==> config.mk <==
export PLATFORM = sky130hd
export DESIGN_NAME = grid_coord_to_rank_two_level
export DESIGN_NICKNAME = d
export VERILOG_FILES = /design/src/hdl/gcr_pkg.sv /design/src/hdl/gcr_div.sv /design/src/hdl/grid_coord_to_rank_two_level.sv
export SDC_FILE = /design/constraint.sdc
export NUM_CORES = 2
export LEC_CHECK = 0
export ABC_AREA = 0
export BUFFER_PORTS_ARGS = -buffer_cell sky130_fd_sc_hd__buf_4
export CORE_MARGIN = 5
export CORE_UTILIZATION = 60
export CTS_CLUSTER_SIZE = 25
export DETAILED_ROUTE_END_ITERATION = 8
export PLACE_DENSITY = 0.88
export REMOVE_ABC_BUFFERS = 1
export SKIP_CTS_REPAIR_TIMING = 1
export SYNTH_ARGS = -nofsm -noshare
export SYNTH_HDL_FRONTEND = slang
export SYNTH_HIERARCHICAL = 1
export SYNTH_SLANG_ARGS = --single-unit
==> constraint.sdc <==
create_clock -name clk -period 13.9 [get_ports clk]
set_input_delay 2.085 -clock clk [delete_from_list [all_inputs] [get_ports clk]]
set_output_delay 2.085 -clock clk [all_outputs]
set_load 0.01 [all_outputs]
==> src/hdl/gcr_pkg.sv <==
// Shared types, constants and helper functions for the two-level grid rank block.
`timescale 1ns / 1ps
package gcr_pkg;

  localparam int unsigned MAX_EXTENT = 256;
  localparam int unsigned EXT_W      = 9;
  localparam int unsigned COORD_W    = 8;
  localparam int unsigned RANK_W     = 24;
  localparam int unsigned CPN_W      = 25;
  localparam int unsigned ORDER_W    = 3;
  localparam int unsigned CFG_IDX_W  = 3;
  localparam int unsigned CFG_DATA_W = 25;
  localparam int unsigned DIV_STAGES = 3;
  localparam int unsigned DIV_STEPS  = 3;

  typedef enum logic [CFG_IDX_W-1:0] {
    REG_GRID_X = 3'd0,
    REG_GRID_Y = 3'd1,
    REG_GRID_Z = 3'd2,
    REG_CORE_X = 3'd3,
    REG_CORE_Y = 3'd4,
    REG_CORE_Z = 3'd5,
    REG_CPN    = 3'd6,
    REG_ORDER  = 3'd7
  } cfg_reg_t;

  typedef enum logic [ORDER_W-1:0] {
    ORD_XYZ = 3'd0,
    ORD_XZY = 3'd1,
    ORD_YXZ = 3'd2,
    ORD_YZX = 3'd3,
    ORD_ZXY = 3'd4,
    ORD_ZYX = 3'd5
  } axis_order_t;

  localparam logic [1:0] AXIS_X = 2'd0;
  localparam logic [1:0] AXIS_Y = 2'd1;
  localparam logic [1:0] AXIS_Z = 2'd2;

  typedef struct packed {
    logic [COORD_W-1:0] coord_x;
    logic [COORD_W-1:0] coord_y;
    logic [COORD_W-1:0] coord_z;
  } in_t;

  typedef struct packed {
    logic [RANK_W-1:0] rank;
    logic              coord_error;
  } out_t;

  // Fastest, middle and slowest axis of a linearization.
  typedef struct packed {
    logic [1:0] fast;
    logic [1:0] mid;
    logic [1:0] slow;
  } order_sel_t;

  function automatic order_sel_t order_lookup(input logic [ORDER_W-1:0] code);
    order_sel_t o;
    case (code)
      ORD_XZY: o = '{fast: AXIS_X, mid: AXIS_Z, slow: AXIS_Y};
      ORD_YXZ: o = '{fast: AXIS_Y, mid: AXIS_X, slow: AXIS_Z};
      ORD_YZX: o = '{fast: AXIS_Y, mid: AXIS_Z, slow: AXIS_X};
      ORD_ZXY: o = '{fast: AXIS_Z, mid: AXIS_X, slow: AXIS_Y};
      ORD_ZYX: o = '{fast: AXIS_Z, mid: AXIS_Y, slow: AXIS_X};
      default: o = '{fast: AXIS_X, mid: AXIS_Y, slow: AXIS_Z};
    endcase
    return o;
  endfunction

  function automatic logic [EXT_W-1:0] clamp_extent(input logic [EXT_W-1:0] v);
    return (v > EXT_W'(MAX_EXTENT)) ? EXT_W'(MAX_EXTENT) : v;
  endfunction

  function automatic logic [EXT_W-1:0] core_eff(input logic [EXT_W-1:0] v);
    logic [EXT_W-1:0] c;
    c = clamp_extent(v);
    return (c == '0) ? EXT_W'(1) : c;
  endfunction

endpackage

==> src/hdl/gcr_div.sv <==
// Pipelined restoring divider: 9-bit dividend by 9-bit divisor, three bits per stage.
`timescale 1ns / 1ps
module gcr_div (
  input  logic                  clk,
  input  logic                  en,
  input  logic [gcr_pkg::EXT_W-1:0] dividend,
  input  logic [gcr_pkg::EXT_W-1:0] divisor,
  output logic [gcr_pkg::EXT_W-1:0] quotient,
  output logic [gcr_pkg::EXT_W-1:0] remainder
);
  import gcr_pkg::*;

  // dq holds the dividend bits still to be consumed, with quotient bits shifted in.
  logic [EXT_W-1:0] rem_r [DIV_STAGES];
  logic [EXT_W-1:0] dq_r  [DIV_STAGES];
  logic [EXT_W-1:0] rem_nxt [DIV_STAGES];
  logic [EXT_W-1:0] dq_nxt  [DIV_STAGES];

  always_comb begin
    logic [EXT_W:0]   trial;
    logic [EXT_W-1:0] rem_v;
    logic [EXT_W-1:0] dq_v;
    for (int s = 0; s < DIV_STAGES; s++) begin
      rem_v = (s == 0) ? '0 : rem_r[(s == 0) ? 0 : s-1];
      dq_v  = (s == 0) ? dividend : dq_r[(s == 0) ? 0 : s-1];
      for (int k = 0; k < DIV_STEPS; k++) begin
        trial = {rem_v, dq_v[EXT_W-1]};
        dq_v  = {dq_v[EXT_W-2:0], 1'b0};
        if (trial >= {1'b0, divisor}) begin
          trial   = trial - {1'b0, divisor};
          dq_v[0] = 1'b1;
        end
        rem_v = trial[EXT_W-1:0];
      end
      rem_nxt[s] = rem_v;
      dq_nxt[s]  = dq_v;
    end
  end

  always_ff @(posedge clk) begin
    if (en) begin
      for (int s = 0; s < DIV_STAGES; s++) begin
        rem_r[s] <= rem_nxt[s];
        dq_r[s]  <= dq_nxt[s];
      end
    end
  end

  assign quotient  = dq_r[DIV_STAGES-1];
  assign remainder = rem_r[DIV_STAGES-1];

endmodule

==> src/hdl/grid_coord_to_rank_two_level.sv <==
// Top level: two-level linear rank of a 3D grid coordinate.
// Throughput: one request per cycle; a stalled output freezes the whole pipeline.
// Stages 1-3 are the shared-shape dividers, 4-6 the three multiplies, 7 the output add.
// Reset (synchronous, rst_n low) clears all stage valid bits and sets sizes and
// cores_per_node to 1 and the axis order to xyz.
`timescale 1ns / 1ps
module grid_coord_to_rank_two_level (
  input  logic                          clk,
  input  logic                          rst_n,
  input  logic                          in_valid,
  output logic                          in_ready,
  input  gcr_pkg::in_t                  in_data,
  output logic                          out_valid,
  input  logic                          out_ready,
  output gcr_pkg::out_t                 out_data,
  input  logic                          cfg_we,
  input  logic [gcr_pkg::CFG_IDX_W-1:0] cfg_index,
  input  logic [gcr_pkg::CFG_DATA_W-1:0] cfg_wdata
);
  import gcr_pkg::*;

  localparam int unsigned NSTG = 7;

  // Configuration registers.
  logic [EXT_W-1:0]   grid_r [3];
  logic [EXT_W-1:0]   core_r [3];
  logic [CPN_W-1:0]   cpn_r;
  logic [ORDER_W-1:0] order_r;

  always_ff @(posedge clk) begin
    if (!rst_n) begin
      for (int a = 0; a < 3; a++) begin
        grid_r[a] <= EXT_W'(1);
        core_r[a] <= EXT_W'(1);
      end
      cpn_r   <= CPN_W'(1);
      order_r <= ORD_XYZ;
    end else if (cfg_we) begin
      case (cfg_index)
        REG_GRID_X: grid_r[0] <= cfg_wdata[EXT_W-1:0];
        REG_GRID_Y: grid_r[1] <= cfg_wdata[EXT_W-1:0];
        REG_GRID_Z: grid_r[2] <= cfg_wdata[EXT_W-1:0];
        REG_CORE_X: core_r[0] <= cfg_wdata[EXT_W-1:0];
        REG_CORE_Y: core_r[1] <= cfg_wdata[EXT_W-1:0];
        REG_CORE_Z: core_r[2] <= cfg_wdata[EXT_W-1:0];
        REG_CPN:    cpn_r     <= cfg_wdata[CPN_W-1:0];
        REG_ORDER:  order_r   <= cfg_wdata[ORDER_W-1:0];
        default: ;
      endcase
    end
  end

  // Effective extents. Configuration must only change while the pipeline is empty
  // (the block does not enforce this), so every stage may read these directly.
  logic [EXT_W-1:0] gs [3];
  logic [EXT_W-1:0] cs [3];
  logic [EXT_W-1:0] coord [3];
  always_comb begin
    coord[0] = EXT_W'(in_data.coord_x);
    coord[1] = EXT_W'(in_data.coord_y);
    coord[2] = EXT_W'(in_data.coord_z);
    for (int a = 0; a < 3; a++) begin
      gs[a] = clamp_extent(grid_r[a]);
      cs[a] = core_eff(core_r[a]);
    end
  end

  // The whole pipeline advances together unless the result is held.
  logic            adv;
  logic [NSTG-1:0] vld_r;
  logic [NSTG-2:0] err_r;
  logic            err_in;

  assign adv      = !vld_r[NSTG-1] || out_ready;
  assign in_ready = adv;
  assign err_in   = (coord[0] >= gs[0]) || (coord[1] >= gs[1]) || (coord[2] >= gs[2]);

  always_ff @(posedge clk) begin
    if (!rst_n) begin
      vld_r <= '0;
    end else if (adv) begin
      vld_r <= {vld_r[NSTG-2:0], in_valid};
    end
  end

  always_ff @(posedge clk) begin
    if (adv) begin
      err_r <= {err_r[NSTG-3:0], err_in};
    end
  end

  // Stages 1-3: node and core coordinates, and node counts of the grid.
  logic [EXT_W-1:0] node_q [3];
  logic [EXT_W-1:0] core_q [3];
  logic [EXT_W-1:0] nx_q   [3];
  logic [EXT_W-1:0] nx_rem [3];

  for (genvar a = 0; a < 3; a++) begin : g_axis
    gcr_div u_coord_div (
      .clk       (clk),
      .en        (adv),
      .dividend  (coord[a]),
      .divisor   (cs[a]),
      .quotient  (node_q[a]),
      .remainder (core_q[a])
    );
    gcr_div u_grid_div (
      .clk       (clk),
      .en        (adv),
      .dividend  (gs[a]),
      .divisor   (cs[a]),
      .quotient  (nx_q[a]),
      .remainder (nx_rem[a])
    );
  end

  // Stage 4: slowest index times middle extent, for both levels.
  order_sel_t ord;
  assign ord = order_lookup(order_r);

  logic [2*EXT_W-1:0] pn_r, pc_r;
  logic [EXT_W-1:0]   nm_r, nf_r, nxf_r, cm_r, cf_r, csf_r;

  always_ff @(posedge clk) begin
    if (adv) begin
      pn_r  <= (2*EXT_W)'(node_q[ord.slow]) * (2*EXT_W)'(nx_q[ord.mid]);
      pc_r  <= (2*EXT_W)'(core_q[ord.slow]) * (2*EXT_W)'(cs[ord.mid]);
      nm_r  <= node_q[ord.mid];
      nf_r  <= node_q[ord.fast];
      nxf_r <= nx_q[ord.fast];
      cm_r  <= core_q[ord.mid];
      cf_r  <= core_q[ord.fast];
      csf_r <= cs[ord.fast];
    end
  end

  // Stage 5: finish both linear indices.
  logic [3*EXT_W:0] ni_full, ci_full;
  logic [RANK_W-1:0] ni_r, ci_r, ci2_r;

  always_comb begin
    ni_full = ((3*EXT_W+1)'(pn_r) + (3*EXT_W+1)'(nm_r)) * (3*EXT_W+1)'(nxf_r)
              + (3*EXT_W+1)'(nf_r);
    ci_full = ((3*EXT_W+1)'(pc_r) + (3*EXT_W+1)'(cm_r)) * (3*EXT_W+1)'(csf_r)
              + (3*EXT_W+1)'(cf_r);
  end

  always_ff @(posedge clk) begin
    if (adv) begin
      ni_r <= ni_full[RANK_W-1:0];
      ci_r <= ci_full[RANK_W-1:0];
    end
  end

  // Stage 6: node stride; only the low rank bits survive the final wrap.
  logic [2*RANK_W-1:0] prod_full;
  logic [RANK_W-1:0]   prod_r;
  assign prod_full = (2*RANK_W)'(cpn_r[RANK_W-1:0]) * (2*RANK_W)'(ni_r);

  always_ff @(posedge clk) begin
    if (adv) begin
      prod_r <= prod_full[RANK_W-1:0];
      ci2_r  <= ci_r;
    end
  end

  // Stage 7: output register.
  out_t out_r, out_nxt;
  always_comb begin
    out_nxt.coord_error = err_r[NSTG-2];
    out_nxt.rank        = err_r[NSTG-2] ? '0 : prod_r + ci2_r;
  end

  always_ff @(posedge clk) begin
    if (adv) begin
      out_r <= out_nxt;
    end
  end

  assign out_valid = vld_r[NSTG-1];
  assign out_data  = out_r;

  // An out-of-range coordinate never produces a nonzero rank.
  a_err_rank_zero: assert property (@(posedge clk) disable iff (!rst_n)
    out_valid && out_data.coord_error |-> out_data.rank == '0)
    else $error("coord_error with nonzero rank");

  // While the output is held, no request enters or leaves any stage.
  a_stall_freezes: assert property (@(posedge clk) disable iff (!rst_n)
    out_valid && !out_ready |=> $stable(vld_r))
    else $error("pipeline moved during stall");

endmodule

* Word level (Yosys, flattened, before mapping)
Memory sizes are Yosys's and may differ from the RTL's.
Cells that the tools add are included.
W data, S select, Z words.
** Operators by class
- $add $sub $neg :: 59
- Multipliers :: 5
- $lt $le $gt $ge :: 66
- Equal/unequal tests :: 12
- Mux-type cells :: 181
- Bitwise gates (word level) :: 9
- Reductions and logical operators :: 10
** Operators with widths (count)
- $mux W9 :: 89
- $ge A10 B9 Y1 :: 48
- $sub A9 B9 Y9 :: 48
- $bmux W9 S2 :: 10
- $mux W1 :: 81
- $gt A9 B9 Y1 const B :: 6
- $add A24 B9 Y24 :: 2
- $mul A19 B9 Y24 :: 2
- $add A18 B9 Y19 :: 2
- $mul A9 B9 Y18 :: 2
- $pmux W6 S5 :: 1
- $ge A1 B9 Y1 :: 3
- $ge A1 B9 Y1 const A :: 3
- $ge A8 B9 Y1 :: 3
- $logic_not A9 Y1 :: 3
- $sub A1 B9 Y9 :: 3
- $sub A1 B9 Y9 const A :: 3
- $add A24 B24 Y24 :: 1
- $mul A24 B24 Y24 :: 1
- $eq A3 B3 Y1 const B :: 6
- $eq A3 B2 Y1 const B :: 4
- $ge A3 B3 Y1 const B :: 3
- $not A2 Y3 :: 3
- $eq A3 B1 Y1 const B :: 2
- 5 further kinds :: 13
** Storage, ports and cells
- Flip-flop bits (word level) :: 251
- RAM bits :: 378
- Input bits :: 57
- Output and inout port bits :: 27
- Logic and storage cells :: 374
- Memories kept :: 14
** Memories
- core_r :: depth 3, bits a word 9, read ports 3, clocked after memory_dff 0, write ports 3, line grid_coord_to_rank_two_level.sv:26 : logic [EXT_W-1:0] core_r [3];
- g_axis[0].u_coord_div.dq_r :: depth 3, bits a word 9, read ports 3, clocked after memory_dff 0, write ports 3, line gcr_div.sv:15 : logic [EXT_W-1:0] dq_r [DIV_STAGES];
- g_axis[0].u_coord_div.rem_r :: depth 3, bits a word 9, read ports 3, clocked after memory_dff 0, write ports 3, line gcr_div.sv:14 : logic [EXT_W-1:0] rem_r [DIV_STAGES];
- g_axis[0].u_grid_div.dq_r :: depth 3, bits a word 9, read ports 3, clocked after memory_dff 0, write ports 3, line gcr_div.sv:15
- g_axis[0].u_grid_div.rem_r :: depth 3, bits a word 9, read ports 2, clocked after memory_dff 0, write ports 3, line gcr_div.sv:14
- g_axis[1].u_coord_div.dq_r :: depth 3, bits a word 9, read ports 3, clocked after memory_dff 0, write ports 3, line gcr_div.sv:15
- +8 memories

* Depth between registers and ports, before layout
An unclocked memory read counts as a cell.
- Word-level depth :: 11
- Gate-level depth with buffers :: 31
- Mapped depth without buffers :: 28

* Modules after synthesis
Netlist, hierarchy kept.
** By module, submodules not included
- grid_coord_to_rank_two_level :: instances 1, cells an instance 3967, area each 38413.1 um^2
- gcr_div at g_axis[0].u_coord_div ... :: instances 5, cells an instance 557, area each 5502.8 um^2
- gcr_div at g_axis[2].u_coord_div :: instances 1, cells an instance 565, area each 5607.9 um^2

* Least setup slack after synthesis
No wires, ideal clock.
- Kind :: in2out
- Start point :: input out_ready
- End point :: output in_ready
- Data arrival time :: 12812 ps
- Data required time :: 11815 ps
- Setup slack :: -997 ps
- Cell stages on the path :: 3
- Cells stage by stage :: nor2b_1 > clkbuf_1 > inv_1
** On the way
- Longest elaborated chain between the ends :: 1
** RTL lines
- start: declaration :: line grid_coord_to_rank_two_level.sv:14 : input logic out_ready,
- $logic_or A1 B1 Y1 :: line grid_coord_to_rank_two_level.sv:74 : assign adv = !vld_r[NSTG-1] || out_ready;
- end: declaration :: line grid_coord_to_rank_two_level.sv:11 : output logic in_ready,
No other way between the ends.

==> impl_metrics.tcl <==
set metrics [dict create \
    status "completed" \
    cp_max_fo 16 \
    drv_slew 0 \
    hpwl_um 134500 \
    start_util_pct 60.28 \
    critical_path_required_ns 14.29 \
    start_kind "flop" \
    hold_viol_final 0 \
    viasPerCell 6.133 \
    dr.max_layer_used "met5" \
    die_w_um 351.2 \
    core_region_area_um2 115900 \
    yosysWarnings 6 \
    cts_tree "yes" \
    cts_sinks 602 \
    dieArea_um2 123400 \
    overflow 0 \
    crit_arrival_ns 9.13 \
    syn_avg_cell_area_um2 9.719 \
    htree_num_levels 3 \
    wl_met3_um 15070 \
    skew_ns 0.03183 \
    netlist_area_um2 69860 \
    hold_class "reg2reg" \
    grt_antenna_before_repair 6 \
    portBuffers 82 \
    whs_ns 0.4140 \
    post-route-period-util_pct 62.87 \
    wl_met1_um 66890 \
    clk_latency_ns 0.67 \
    grt_usage_pct 28.41 \
    seqCellArea_um2 17740 \
    relSlewSlack_pct 14.45 \
    setup_violations 0 \
    first_pass_iters 6 \
    first_iter_violations 4575 \
    io_pins 84 \
    drive_above_1_share_pct 7.614 \
    met2WireLength_um 84410 \
    drcViolationCount 0 \
    rows 125 \
    syn_to_final_growth_pct 5.858 \
    crit_type "reg2reg" \
    ant_nets 0 \
    crit_path_end_kind "flop" \
    fmax_ghz 0.1144 \
    cts.path.max_buffers 3 \
    post-route-min-period_ns 8.739 \
    max_cap_violations 0 \
    grt_pass1_vias 55490 \
    numCtsBuffers 72 \
    wl_per_cell_um 20.16 \
    cts-root-buf "clkbuf_16" \
    final_nets 8594 \
    clkSlewWorstSetupHoldPaths_ns 0.06 \
    totalWireLength_um 176100 \
    fp.dieH_um 351.2 \
    grt_max_degree 171 \
    tightest_slew_ns 1.270 \
    rsz0062_at_grt "false" \
    multi_input_area_um2 47560 \
    synth_cells 7188 \
    fillers 8600 \
    via_count 53580 \
    gp_congestion 0.9331 \
    rrSetupSlack_ns 5.16 \
    grt_pass1_wl_um 282900 \
]
==> state kept, by name, summed over array words and instances (netlist names), 25 cells and up <==
name and count:
core_r 27, g_axis.u_coord_div/dq_r 81, g_axis.u_coord_div/rem_r 81, g_axis.u_grid_div/dq_r 81
g_axis.u_grid_div/rem_r 54, grid_r 27, out_data 25
==> worst max-delay path, stage by stage, from the launching register on <==
cell      delay, ns
edfxtp_1       0.61
nor2b_1        0.77
inv_1          0.47
ha_1           0.49
o21ai_0        0.16
o211ai_1       0.15
a31oi_1        0.86
inv_1          0.18
mux2_2         0.34
ha_1           0.36
nand4_1        0.14
a211oi_1       0.07
nor3_1         0.30
o21ai_0        0.22
a221oi_4       0.58
o21ai_0        0.35
fa_1           0.52
a21oi_1        0.16
nor2b_1        0.07
o31ai_1        0.29
a21oi_1        0.16
o21ai_0        0.19
o21ai_1        0.09
a211o_1        0.51
mux2_1         0.42
==> cell type report <==
class,instances,area share [%]
Clock buffer,79,2.558
Tap cell,1524,2.578
Timing Repair Buffer,134,1.377
Sequential cell,602,23.98
Clock inverter,54,0.6835
Antenna cell,2,0.006768
Inverter,885,4.502
Multi-Input combinational cell,5456,64.31
==> layer usage <==
layer	vias up	GRT usage, %
met2	2511	48.66
li1	24450	-
met5	-	0
met4	6	14.13
met1	26010	34.86
met3	606	4.888
==> cell usage in the layout (no fill, tap or decap), drive strengths merged, types with 98 or more instances in the layout <==
cell and n:
inv 892, ha 782, nand2 724, fa 604, edfxtp 568, nor2 405
and2 321, a21oi 306, xnor2 274, o21ai 272, mux2 201, a21o 161
xor2 155, buf 134, nor3 127, nor2b 123, mux2i 98
==> per-stage QoR <==
step	cells	worst slack, ns	util, %	TNS, ns	cell area [µm²]
2_1_floorplan	6943	-0.3973	-	-0.3973	68570
3_3_place_gp	8601	5.691	61.74	0	71550
3_5_place_dp	8601	5.419	61.74	0	71550
4_1_cts	8734	5.319	63.81	0	73950
5_1_grt	8734	4.647	63.81	0	73950
6_report	8736	5.161	63.81	0	73950
==> final timing paths <==
path	cells after the start	end	startpoint
setup / recovery	24	g_axis[0].u_coord_div/rem_r[0][26]	core_r[0][8]
hold reg to reg	0	ci2_r[12]	ci_r[12]
setup reg to reg	24	g_axis[0].u_coord_div/rem_r[0][26]	core_r[0][8]
hold / removal	0	ci2_r[12]	ci_r[12]
Power is left out: the tool's default activity adds up to more than one toggle a clock period on the data nets, which glitch-free logic cannot reach.
